### config.mk
export PLATFORM = sky130hd
export DESIGN_NAME = posting_list_splicer_unit
export DESIGN_NICKNAME = d
export VERILOG_FILES = /design/src/rtl/core/pls_pkg.sv /design/src/rtl/core/posting_list_splicer_unit.sv /design/src/rtl/core/pls_store.sv
export SDC_FILE = /design/constraint.sdc
export NUM_CORES = 1
export LEC_CHECK = 0
export BUFFER_PORTS_ARGS = -buffer_cell sky130_fd_sc_hd__buf_4
export CAP_MARGIN = 0
export CORE_ASPECT_RATIO = 1.4
export CORE_MARGIN = 1
export CORE_UTILIZATION = 35
export CTS_CLUSTER_DIAMETER = 50
export DETAILED_ROUTE_END_ITERATION = 8
export GPL_TIMING_DRIVEN = 0
export PLACE_DENSITY_LB_ADDON = 0.3
export SYNTH_ARGS = -nofsm -noshare
export SYNTH_HDL_FRONTEND = slang
export SYNTH_SLANG_ARGS = --single-unit
### constraint.sdc
create_clock -name clk -period 5.4 [get_ports clk]
set_clock_uncertainty 0.1 [all_clocks]
set_input_delay 0.81 -clock clk [delete_from_list [all_inputs] [get_ports clk]]
set_output_delay 0.81 -clock clk [all_outputs]
set_load 0.05 [all_outputs]
### src/rtl/core/pls_pkg.sv
// shared types and constants for the posting list splicer
`timescale 1ns / 1ps
package pls_pkg;

  typedef enum logic [1:0] {
    OP_TERM = 2'd0,
    OP_DOC  = 2'd1,
    OP_HIT  = 2'd2,
    OP_END  = 2'd3
  } opcode_t;

  typedef enum logic [1:0] {
    KIND_HEADER  = 2'd0,
    KIND_HIT     = 2'd1,
    KIND_TRAILER = 2'd2
  } kind_t;

  typedef enum logic [2:0] {
    ST_IDLE,
    ST_SHIFT,
    ST_HDR,
    ST_RDWAIT,
    ST_HITS,
    ST_TRAIL
  } state_t;

endpackage

### src/rtl/core/posting_list_splicer_unit.sv
// top level of the posting list splicer: sequencer, insertion sort and output
`timescale 1ns / 1ps
//  channel | direction | ports
//  in_     | input     | in_valid, in_stall, in_opcode .. in_position
//  out_    | output    | out_valid, out_stall, out_kind .. out_last
// a term header or a document header with no flush is taken in ST_IDLE, which it does not leave
// a kept hit steps through ST_SHIFT, moving stored entries up until its place is found,
// one entry read, compared and shifted each cycle through the store port;
// a dropped hit or a hit into a full store is taken in ST_IDLE, which it does not leave
// a flush emits a header in ST_HDR, then per hit a read in ST_RDWAIT and an output in ST_HITS,
// then a trailer in ST_TRAIL at end of term
// rst_n is synchronous; the store needs no clearing, only held entries are read
// out_stall holds the current result; in_stall is high while an item is worked
module posting_list_splicer_unit #(
  parameter int unsigned MAX_HITS = 32
) (
  input  logic        clk,
  input  logic        rst_n,
  input  logic        in_valid,
  output logic        in_stall,
  input  logic [1:0]  in_opcode,
  input  logic [31:0] in_term_id,
  input  logic [31:0] in_doc_id,
  input  logic [7:0]  in_language,
  input  logic [15:0] in_position,
  output logic        out_valid,
  input  logic        out_stall,
  output logic [1:0]  out_kind,
  output logic [31:0] out_out_term,
  output logic [31:0] out_record_count,
  output logic [31:0] out_out_doc,
  output logic [7:0]  out_out_language,
  output logic [5:0]  out_hit_total,
  output logic [15:0] out_out_position,
  output logic        out_last
);
  import pls_pkg::*;

  localparam int unsigned IW = (MAX_HITS > 1) ? $clog2(MAX_HITS) : 1;
  localparam int unsigned CW = $clog2(MAX_HITS + 1);

  state_t      state_r, state_nxt;
  logic [CW-1:0] held_r, held_nxt;
  logic [CW-1:0] idx_r, idx_nxt;
  logic [15:0] prev_hit_r, prev_hit_nxt;
  logic [31:0] prev_doc_r, prev_doc_nxt;
  logic [7:0]  prev_lang_r, prev_lang_nxt;
  logic [31:0] term_r, term_nxt;
  logic [31:0] recs_r, recs_nxt;
  logic [15:0] newhit_r, newhit_nxt;
  logic [31:0] newdoc_r, newdoc_nxt;
  logic [7:0]  newlang_r, newlang_nxt;
  logic        trail_r, trail_nxt;

  logic        we;
  logic [IW-1:0] waddr, raddr;
  logic [15:0] wdata, rdata;

  logic        acc, emit;
  opcode_t     op;

  assign acc  = in_valid && !in_stall;
  assign emit = out_valid && !out_stall;
  assign op   = opcode_t'(in_opcode);

  pls_store #(.MAX_HITS(MAX_HITS), .IW(IW)) u_store (
    .clk(clk), .we(we), .waddr(waddr), .wdata(wdata), .raddr(raddr), .rdata(rdata)
  );

  // state registers
  always_ff @(posedge clk) begin
    if (!rst_n) begin
      state_r    <= ST_IDLE;
      held_r     <= '0;
      prev_hit_r <= '0;
      prev_doc_r <= '0;
      prev_lang_r <= '0;
      term_r     <= '0;
      recs_r     <= '0;
      trail_r    <= 1'b0;
    end else begin
      state_r    <= state_nxt;
      held_r     <= held_nxt;
      prev_hit_r <= prev_hit_nxt;
      prev_doc_r <= prev_doc_nxt;
      prev_lang_r <= prev_lang_nxt;
      term_r     <= term_nxt;
      recs_r     <= recs_nxt;
      trail_r    <= trail_nxt;
    end
  end

  // payload registers
  always_ff @(posedge clk) begin
    idx_r     <= idx_nxt;
    newhit_r  <= newhit_nxt;
    newdoc_r  <= newdoc_nxt;
    newlang_r <= newlang_nxt;
  end

  // next state and datapath updates
  always_comb begin
    state_nxt    = state_r;
    held_nxt     = held_r;
    idx_nxt      = idx_r;
    prev_hit_nxt = prev_hit_r;
    prev_doc_nxt = prev_doc_r;
    prev_lang_nxt = prev_lang_r;
    term_nxt     = term_r;
    recs_nxt     = recs_r;
    newhit_nxt   = newhit_r;
    newdoc_nxt   = newdoc_r;
    newlang_nxt  = newlang_r;
    trail_nxt    = trail_r;
    case (state_r)
      ST_IDLE: begin
        if (acc) begin
          case (op)
            OP_TERM: begin
              term_nxt = in_term_id;
              held_nxt = '0;
              prev_hit_nxt = '0;
              prev_doc_nxt = '0;
              recs_nxt = '0;
            end
            OP_DOC: begin
              if (in_doc_id != prev_doc_r && prev_doc_r != '0) begin
                // old document goes out first, new one is loaded after the flush
                newdoc_nxt = in_doc_id;
                newlang_nxt = in_language;
                state_nxt = ST_HDR;
                trail_nxt = 1'b0;
              end else begin
                prev_doc_nxt = in_doc_id;
                prev_lang_nxt = in_language;
              end
            end
            OP_HIT: begin
              if (held_r < CW'(MAX_HITS)) begin
                prev_hit_nxt = in_position;
                if (in_position != prev_hit_r) begin
                  newhit_nxt = in_position;
                  idx_nxt = held_r;
                  state_nxt = ST_SHIFT;
                end
              end
            end
            default: begin
              state_nxt = ST_HDR;
              trail_nxt = 1'b1;
            end
          endcase
        end
      end
      // one step of insertion: rdata holds entry idx-1
      ST_SHIFT: begin
        if (idx_r != '0 && rdata > newhit_r) begin
          idx_nxt = idx_r - CW'(1);
        end else begin
          held_nxt = held_r + CW'(1);
          state_nxt = ST_IDLE;
        end
      end
      ST_HDR: begin
        if (emit) begin
          idx_nxt = '0;
          if (held_r == '0) begin
            recs_nxt = recs_r + 32'd1;
            state_nxt = trail_r ? ST_TRAIL : ST_IDLE;
            if (!trail_r) begin
              prev_doc_nxt = newdoc_r;
              prev_lang_nxt = newlang_r;
            end
          end else begin
            state_nxt = ST_RDWAIT;
          end
        end
      end
      ST_RDWAIT: state_nxt = ST_HITS;
      ST_HITS: begin
        if (emit) begin
          if (idx_r + CW'(1) == held_r) begin
            recs_nxt = recs_r + 32'd1;
            state_nxt = trail_r ? ST_TRAIL : ST_IDLE;
            held_nxt = '0;
            prev_hit_nxt = '0;
            if (!trail_r) begin
              prev_doc_nxt = newdoc_r;
              prev_lang_nxt = newlang_r;
            end
          end else begin
            idx_nxt = idx_r + CW'(1);
            state_nxt = ST_RDWAIT;
          end
        end
      end
      ST_TRAIL: begin
        if (emit) begin
          state_nxt = ST_IDLE;
          held_nxt = '0;
          prev_hit_nxt = '0;
          prev_doc_nxt = '0;
          recs_nxt = '0;
        end
      end
      default: state_nxt = ST_IDLE;
    endcase
    // header flush clears hits
    if (state_r == ST_HDR && emit && held_r == '0) begin
      prev_hit_nxt = '0;
    end
  end

  // store port control and outputs
  always_comb begin
    we    = 1'b0;
    waddr = '0;
    wdata = newhit_r;
    raddr = '0;
    in_stall = (state_r != ST_IDLE);
    out_valid = 1'b0;
    out_kind = KIND_HEADER;
    out_out_term = '0;
    out_record_count = '0;
    out_out_doc = '0;
    out_out_language = '0;
    out_hit_total = '0;
    out_out_position = '0;
    out_last = 1'b0;
    case (state_r)
      ST_IDLE: begin
        // preload entry below the insertion point
        raddr = IW'(held_r - CW'(1));
      end
      ST_SHIFT: begin
        raddr = IW'(idx_r - CW'(2));
        we = 1'b1;
        if (idx_r != '0 && rdata > newhit_r) begin
          waddr = IW'(idx_r);
          wdata = rdata;
        end else begin
          waddr = IW'(idx_r);
          wdata = newhit_r;
        end
      end
      ST_HDR: begin
        out_valid = 1'b1;
        out_kind = KIND_HEADER;
        out_out_doc = prev_doc_r;
        out_out_language = prev_lang_r;
        out_hit_total = 6'(held_r);
        out_last = (held_r == '0) && !trail_r;
        raddr = '0;
      end
      ST_RDWAIT: raddr = IW'(idx_r);
      ST_HITS: begin
        raddr = IW'(idx_r);
        out_valid = 1'b1;
        out_kind = KIND_HIT;
        out_out_position = rdata;
        out_last = (idx_r + CW'(1) == held_r) && !trail_r;
      end
      ST_TRAIL: begin
        out_valid = 1'b1;
        out_kind = KIND_TRAILER;
        out_out_term = term_r;
        out_record_count = recs_r;
        out_last = 1'b1;
      end
      default: ;
    endcase
  end

`ifndef SYNTHESIS
  a_held_range: assert property (@(posedge clk) disable iff (!rst_n)
    held_r <= CW'(MAX_HITS)) else $error("hit count over capacity");
  a_no_out_idle: assert property (@(posedge clk) disable iff (!rst_n)
    state_r == ST_IDLE |-> !out_valid) else $error("result while idle");
  a_trail_last: assert property (@(posedge clk) disable iff (!rst_n)
    (out_valid && out_kind == KIND_TRAILER) |-> out_last) else $error("trailer not last");
  a_busy_stall: assert property (@(posedge clk) disable iff (!rst_n)
    state_r != ST_IDLE |-> in_stall) else $error("accepting while busy");
`endif
endmodule

### src/rtl/core/pls_store.sv
// hit store with one write port and a registered read port; the splicer unit does the sorting
`timescale 1ns / 1ps
module pls_store #(
  parameter int unsigned MAX_HITS = 32,
  parameter int unsigned IW = 5
) (
  input  logic          clk,
  input  logic          we,
  input  logic [IW-1:0] waddr,
  input  logic [15:0]   wdata,
  input  logic [IW-1:0] raddr,
  output logic [15:0]   rdata
);
  import pls_pkg::*;

  logic [15:0] mem [MAX_HITS];

  // single write port, registered read
  always_ff @(posedge clk) begin
    if (we) begin
      mem[waddr] <= wdata;
    end
    rdata <= mem[raddr];
  end
endmodule
==> results.md, run 1 <==
| Item | Value | Unit |
|:---|:---|:---|
| Fraction of final layout cells sized beyond drive strength 1 | 14.7 | % |
| Placeable Area | 88,600 | um2 |
| Placer congestion estimate | 1.18 | - |
| Max cap viols | 0 | - |
| Die area | 91,000 | um2 |
| Worst-path fanout max | 10 | - |
| TritonCTS clock tree | built | - |
| Power density over the cells | 466 | nW/um2 |
| Total number of vias | 23,000 | - |
| Row Count | 129 | - |
| Top-Level Pins | 225 | - |
| Worst-Skew Late Latency | 0.63 | ns |
| Number of buffers inserted by hold repair at cts | 0 | - |
| Peak Freq | 190 | MHz |
| Pin count of the biggest net entering global routing | 33 | - |
| Number of library cell types mapped by synthesis | 72 | - |
| Post-route worst hold slack | 0.268 | ns |
| Post-layout net count | 3,129 | - |
| Number of antenna violations at the first check in global routing | 1 | - |
| Non-filler instance count after layout | 4,245 | - |
| Effective utilization at floorplan | 35.5 | % |
| Required time worst endpoint | 5.67 | ns |
| Ys flop type | edfxtp_1 | - |
| Starting DRT DRC Count | 2,049 | - |
| Width of the die | 255 | um |
| TritonCTS Sinks | 720 | - |
| Worst reg2reg path depth | 11 | - |
| DRC violations left | 0 | - |
| Count of input and output buffers | 221 | - |
| # diodes | 0 | - |
| Final cycle utilization of the critical path | 97.5 | % |
| Flop and latch count out of synthesis | 720 | - |
| Endpoints failing hold | 0 | - |
| Detailed-routing iteration count for the pre-antenna-repair pass | 6 | - |
| Average cell area after synthesis | 11.7 | um2 |
| Run status | finished, final reports clean | - |
| Non-Filler Cell Area, Final | 37,300 | um2 |
| Startpoint Class | flip-flop | - |
| Tightest Hold Check Type | input pin to flip-flop | - |
| Final worst path period need | 5.27 | ns |
| Share of synthesized flip-flops with an asynchronous set or reset | 0 | % |
| Clock buffer count from CTS | 70 | - |
| Arr. time, crit path | 5.54 | ns |
| Number of buffers inserted by post-CTS setup repair | 0 | - |
| Sequential cell area fraction in the yosys report | 64.2 | % |
| Number of flops mapped to enable cells by yosys | 574 | - |
| Instance count after placement with tap cells included | 4,117 | - |
| Leakage power of the design | 13.9 | nW |
| Post-Synthesis Cell Area | 31,400 | um2 |
| Placement Cell Area | 35,000 | um2 |
| Clock Tree Buf Depth | 3 | - |
| Worst hold path cell count | 1 | - |
| Most used cells in the layout excluding fill and tap cells | 604 x nand2_1, 574 x edfxtp_1, 240 x and3_1, 224 x buf_4, 168 x clkbuf_1 | - |
| Synthesis-to-layout area growth | 18.6 | % |
| Setup-failing EPs final | 0 | - |
| Syn. warnings | 0 | - |
| Number of instances resized during post-cts repair | 0 | - |
| Total Neg Setup Slack | 0 | ns |
| Endpoint type of the worst setup path | flip-flop | - |
| Synthesized instance count | 2,692 | - |
| Via count of the first global-routing pass | 22,900 | - |
| Clock root buffer master | clkbuf_16 | - |
| Total of fill cells in the finished design | 8,398 | - |
| Startpoint-to-endpoint class of the critical path | flip-flop to flip-flop | - |
| Net count of the mapped netlist | 2,811 | - |
| All-Layer GR Usage | 22.2 | % |
| Half-perimeter wire length after placement | 70,700 | um |
| VDD IR-drop max | 267 | uV |
| Commonest non-fill, non-tap cell in the layout | nand2_1 | - |
| Final max-slew violation count | 0 | - |
| Wire length of the first global-routing pass | 149,000 | um |
| Normalized max-slew margin | 2.68 | % |
| Number of H-tree branching levels | 3 | - |
| Number of nets with antenna violations after routing | 0 | - |
| Die height | 357 | um |
| Post-Route WL | 102,000 | um |
| Clock slew at reported path FFs | 0.07 | ns |
| Setup repair after global routing missed its margin | false | - |
| Slew at the pin with the worst max-slew slack | 1.46 | ns |
| Post-detailed-route wirelength per cell | 23.9 | um |
| Via count normalized by instance count | 5.43 | - |
| Remaining global-route overflow | 0 | - |
-- critical path, stage by stage (launching register included) --
cell      delay (ns)
dfxtp_1         0.33
clkbuf_1        0.35
inv_1           0.23
ha_1            0.37
nor4_1          0.38
a221o_1         0.18
clkbuf_1        0.59
clkbuf_1        0.64
buf_1           0.49
a31oi_1         0.17
a211oi_1        0.81
nor4_1          0.35
-- flip-flops by register name, summed over array words and instances (netlist names), 16 cells and up --
name,flops
prev_doc_r,32
recs_r,32
prev_hit_r,16
u_store.rdata,16
term_r,32
newhit_r,16
u_store.mem,512
newdoc_r,32
-- power by group --
part	switching (mW)	leakage, nW	internal, mW	total (mW)
logic	4.24	6.41	1.66	5.90
clock network	2.16	1.09	2.79	4.95
registers	0.238	6.36	6.27	6.51
total	6.64	13.9	10.7	17.4
-- stage by stage --
step | total power, mW | utilization (%) | worst slack [ns]
floorplan | 9.93 | - | 0.776
global placement | 12.3 | 39.0 | -2.16
detailed placement | 12.4 | 39.5 | 0.482
CTS | 17.3 | 42.0 | 0.492
global route | 18.0 | 42.0 | 0.127
finish | 17.4 | 42.0 | 0.134
-- kinds of logic after synthesis --
group                    Yosys count  synth area share, %
AO/OA/AOI/OAI                    454                 11.0
XOR/XNOR                          97                 2.80
adder cells (fa/ha/maj)           25                0.996
buffers and inverters            233                 3.00
flip-flops                       720                 64.2
multiplexers                      32                 1.13
AND/OR/NAND/NOR                 1131                 16.9
-- worst paths after layout --
| path | startpoint | endpoint | slack (ns) |
|---|---|---|---|
| max | held_r[0] | u_store.rdata[9] | 0.13 |
| min | in_language[1] | newlang_r[1] | 0.27 |
| max reg2reg | held_r[0] | u_store.rdata[9] | 0.13 |
| min reg2reg | term_r[15] | term_r[15] | 0.36 |
-- synth_stat cells (25+ instances only) --
library cell    n  area [um2]
a21oi_1        44         220
nor2_1         90         338
and3_1        240        1500
a21boi_0       37         278
nand2_1       604        2270
o311a_1        40         400
mux2_2         27         304
nor4_1         40         250
dfxtp_1       146        2920
xnor2_1        25         219
o21bai_1       42         315
a31oi_1        65         407
clkbuf_1      149         559
a22o_1         34         298
xor2_1         70         613
buf_2          32         160
ha_1           25         313
a311oi_1       64         561
a211oi_1       65         488
nand3_1        41         205
inv_1          28         105
edfxtp_1      574       17200
-- area by class of cell --
type | count | area (um2) | share of cell area, %
plain buffers | 205 | 837 | 2.25
flip-flops and latches | 720 | 20200 | 54.1
inverters | 28 | 105 | 0.282
multi-input cells | 1739 | 10400 | 28.0
well taps | 1179 | 1480 | 3.96
repair buffers | 246 | 2010 | 5.39
clock inverters | 32 | 305 | 0.819
clock buffers | 96 | 1950 | 5.24
-- routing by layer --
| layer | part of all wire, % | track usage [%] | routed length (um) |
|---|---|---|---|
| met5 | 0 | 0 | 0 |
| met4 | 6.0 | 12.7 | 6110 |
| met3 | 6.8 | 3.98 | 6900 |
| met2 | 51 | 38.9 | 51500 |
| met1 | 37 | 25.2 | 37100 |
Power figures use the tool's default switching activity.
==> run 2, diff against run 1 <==
Settings changed: MAX_ROUTING_LAYER set to met4, SYNTH_HIERARCHICAL set to 1.
==> results.md, run 2 <==
| Item | Value | Unit | vs previous |
|:---|:---|:---|:---|
| Setup-failing EPs final | 0 | - | unchanged |
| Pin count of the biggest net entering global routing | 33 | - | unchanged |
| Number of antenna violations at the first check in global routing | 1 | - | unchanged |
| Final worst path period need | 4.40 | ns | was 5.27 ns |
| Starting DRT DRC Count | 1,462 | - | was 2,049 |
| Run status | finished, final reports clean | - | unchanged |
| Ys flop type | edfxtp_1 | - | unchanged |
| Via count normalized by instance count | 5.25 | - | was 5.43 |
| Most used cells in the layout excluding fill and tap cells | 574 x edfxtp_1, 267 x mux2i_1, 259 x nand2_1, 250 x buf_4, 146 x dfxtp_1 | - | was 604 x nand2_1, 574 x edfxtp_1, 240 x and3_1, 224 x buf_4, 168 x clkbuf_1 |
| Effective utilization at floorplan | 35.4 | % | was 35.5% |
| Required time worst endpoint | 4.49 | ns | was 5.67 ns |
| R2R Path End | u_store/rdata[10] | - | was u_store.rdata[9] |
| Clock Tree Buf Depth | 3 | - | unchanged |
| Post-Route WL | 91,300 | um | was 102,000 um |
| Worst-path fanout max | 8 | - | was 10 |
| Critical Path Slowest Stage Cell | ha_1 | - | was a211oi_1 |
| Endpoint type of the worst setup path | primary output | - | was flip-flop |
| Half-perimeter wire length after placement | 66,300 | um | was 70,700 um |
| Fraction of final layout cells sized beyond drive strength 1 | 18.0 | % | was 14.7% |
| Flop and latch count out of synthesis | 720 | - | unchanged |
| Post-detailed-route wirelength per cell | 23.0 | um | was 23.9 um |
| Startpoint Class | flip-flop | - | unchanged |
| TritonCTS clock tree | built | - | unchanged |
| Fraction of synthesized cell area taken by the top area cell type | 55.1 | % | was 54.9% |
| Startpoint of the lowest-slack hold path | in_language[2] | - | was in_language[1] |
| Placeable Area | 88,400 | um2 | was 88,600 um2 |
| Worst hold path cell count | 1 | - | unchanged |
| Power density over the cells | 575 | nW/um2 | was 466 nW/um2 |
| Top-Level Pins | 225 | - | unchanged |
| Syn. warnings | 6 | - | was 0 |
| Commonest cells in the netlist | 574 x edfxtp_1, 267 x mux2i_1, 259 x nand2_1 | - | was 604 x nand2_1, 574 x edfxtp_1, 240 x and3_1 |
| Largest register FFs | 512 | - | unchanged |
| Number of nets with antenna violations after routing | 0 | - | unchanged |
| Die height | 356 | um | was 357 um |
| Wire length of the first global-routing pass | 134,000 | um | was 149,000 um |
| Final max-slew violation count | 0 | - | unchanged |
| VDD IR-drop max | 326 | uV | was 267 uV |
| Width of the die | 255 | um | about the same |
| Worst-case hold path end point | newlang_r[2] | - | was newlang_r[1] |
| Leakage power of the design | 14.1 | nW | was 13.9 nW |
| Die area | 90,600 | um2 | was 91,000 um2 |
| Placer congestion estimate | 0.992 | - | was 1.18 |
| Delay of the slowest critical-path stage | 0.38 | ns | was 0.81 ns |
| Count of input and output buffers | 223 | - | was 221 |
| Via count of the first global-routing pass | 21,500 | - | was 22,900 |
| Number of flops mapped to enable cells by yosys | 574 | - | unchanged |
| Number of H-tree branching levels | 3 | - | unchanged |
| Average cell area after synthesis | 13.0 | um2 | was 11.7 um2 |
| Post-route worst hold slack | 0.282 | ns | was 0.268 ns |
| Peak Freq | 227 | MHz | was 190 MHz |
| Arr. time, crit path | 3.49 | ns | was 5.54 ns |
| Normalized max-slew margin | 11.7 | % | was 2.68% |
| Number of instances resized during post-cts repair | 0 | - | unchanged |
| Number of buffers inserted by post-CTS setup repair | 0 | - | unchanged |
| Reg2reg start | state_r[1] | - | was held_r[0] |
| R2r setup slk | 1.28 | ns | was 0.13 ns |
| Clock root buffer master | clkbuf_16 | - | unchanged |
| Cell Chain, Critical Path | clkbuf_1 > inv_1 > ha_1 > xor2_1 > a21oi_1 > nand4b_1 > or2_2 > o22a_1 > o21ai_0 > buf_4 | - | was clkbuf_1 > inv_1 > ha_1 > nor4_1 > a221o_1 > clkbuf_1 > clkbuf_1 > buf_1 > a31oi_1 > a211oi_1 > nor4_1 |
| Number of library cell types mapped by synthesis | 72 | - | unchanged |
| Remaining global-route overflow | 0 | - | unchanged |
| Sequential cell area fraction in the yosys report | 64.4 | % | was 64.2% |
| Ranking of synthesized cells by area | edfxtp_1 55%, dfxtp_1 9.3%, mux2i_1 8.5% | - | was edfxtp_1 55%, dfxtp_1 9.3%, nand2_1 7.2% |
| DRC violations left | 0 | - | unchanged |
| Final cycle utilization of the critical path | 81.5 | % | was 97.5% |
| Max cap viols | 0 | - | unchanged |
| Row Count | 129 | - | unchanged |
| Clock buffer count from CTS | 72 | - | was 70 |
| Total number of vias | 20,800 | - | was 23,000 |
| Post-layout net count | 2,842 | - | was 3,129 |
| Instance count after placement with tap cells included | 3,825 | - | was 4,117 |
| Worst reg2reg path depth | 12 | - | was 11 |
| TritonCTS Sinks | 720 | - | unchanged |
| Non-filler instance count after layout | 3,960 | - | was 4,245 |
| Detailed-routing iteration count for the pre-antenna-repair pass | 7 | - | was 6 |
| Setup repair after global routing missed its margin | false | - | unchanged |
| Net count of the mapped netlist | 2,532 | - | was 2,811 |
| Leading area contributor after synthesis | edfxtp_1 | - | unchanged |
| Most flops, register | u_store/mem | - | was u_store.mem |
| Share of synthesized flip-flops with an asynchronous set or reset | 0 | % | unchanged |
| Commonest non-fill, non-tap cell in the layout | edfxtp_1 | - | was nand2_1 |
| Startpoint-to-endpoint class of the critical path | flip-flop to primary output | - | was flip-flop to flip-flop |
| Tightest Hold Check Type | input pin to flip-flop | - | unchanged |
| Clock slew at reported path FFs | 0.06 | ns | was 0.07 ns |
| Endpoints failing hold | 0 | - | unchanged |
| Synthesized instance count | 2,413 | - | was 2,692 |
| All-Layer GR Usage | 20.6 | % | was 22.2% |
| Post-Synthesis Cell Area | 31,300 | um2 | was 31,400 um2 |
| Number of buffers inserted by hold repair at cts | 0 | - | unchanged |
| Synthesis-to-layout area growth | 18.4 | % | was 18.6% |
| Worst-Skew Late Latency | 0.63 | ns | about the same |
| Most common cell in the synthesized netlist | edfxtp_1 | - | was nand2_1 |
| Slew at the pin with the worst max-slew slack | 1.32 | ns | was 1.46 ns |
==> run 2: cell count changes in the layout (fill, tap and decap cells not counted), sizes merged, moves of 38 or more <==
cell / before / now
xor2: 70 / 26
mux2i: 5 / 267
a311oi: 64 / 1
a211oi: 65 / 2
o21bai: 42 / 1
nand2: 605 / 259
and3: 240 / 80
a22oi: 0 / 68
o311a: 40 / 1
a31oi: 65 / 21
xnor2: 25 / 63
a21oi: 44 / 111
clkbuf: 246 / 182
==> run 2: kinds of logic after synthesis <==
kind of cell    share of synthesized area (%)
flops                                    64.4
mux                                      9.22
simple gates                             11.5
buf+inv                                  3.37
compound gates                           7.96
xor+xnor                                 2.49
fa+ha+maj                               0.999
==> run 2: where the power goes <==
group / switching [mW] / total (mW) / internal, mW
Clock: 2.18 / 5.14 / 2.96
Combinational: 5.90 / 9.20 / 3.30
Sequential: 0.330 / 6.97 / 6.64
==> run 2: stage by stage <==
stage	instance area [um2]	TNS (ns)	setup WS, ns	total power, mW	utilization (%)
after CTS	37000	0	1.03	21.4	41.8
after global placement	34500	-56.18	-0.811	16.1	39.0
after detailed placement	34600	0	1.05	16.3	39.1
after global routing	37100	0	0.800	22.2	41.9
after floorplan	31300	0	1.06	13.0	-
final	37100	0	0.999	21.3	41.9
==> run 2: final cells by class <==
class	count	area [um2]
well taps	1179	1480
clock buffers	82	1880
plain buffers	165	920
flip-flops and latches	720	20200
multi-input cells	1492	10200
clock inverters	49	514
repair buffers	236	1810
fillers	8331	51400
diodes	1	2.50
inverters	36	135
==> run 2: worst max-delay path by stage <==
stage,slack (ns),endpoint,cells after the start,from
finish,1.0,out_last,10,idx_r[0]
global route,0.80,out_last,10,idx_r[0]
CTS,1.03,out_last,10,idx_r[0]
detailed placement,1.05,u_store/mem[9][7],8,state_r[1]
global placement,-0.81,u_store/mem[3][0],10,state_r[0]
floorplan,1.06,newdoc_r[0],3,in_opcode[0]
==> run 2: critical path, delay by kind of cell, from the launching register on <==
| kind | cells | cell delay, ns |
|---|---|---|
| xor+xnor | 1 | 0.17 |
| simple gates | 2 | 0.57 |
| buf+inv | 3 | 0.80 |
| flops | 1 | 0.36 |
| compound gates | 3 | 0.60 |
| fa+ha+maj | 1 | 0.38 |
==> run 2: metal layers <==
layer / track usage [%] / routed length (um) / vias up
met5: - / 0 / -
met4: 10.6 / 4890 / 0
met3: 4.13 / 5190 / 198
met2: 37.1 / 49000 / 695
met1: 20.9 / 32200 / 10200
li1: - / - / 9665
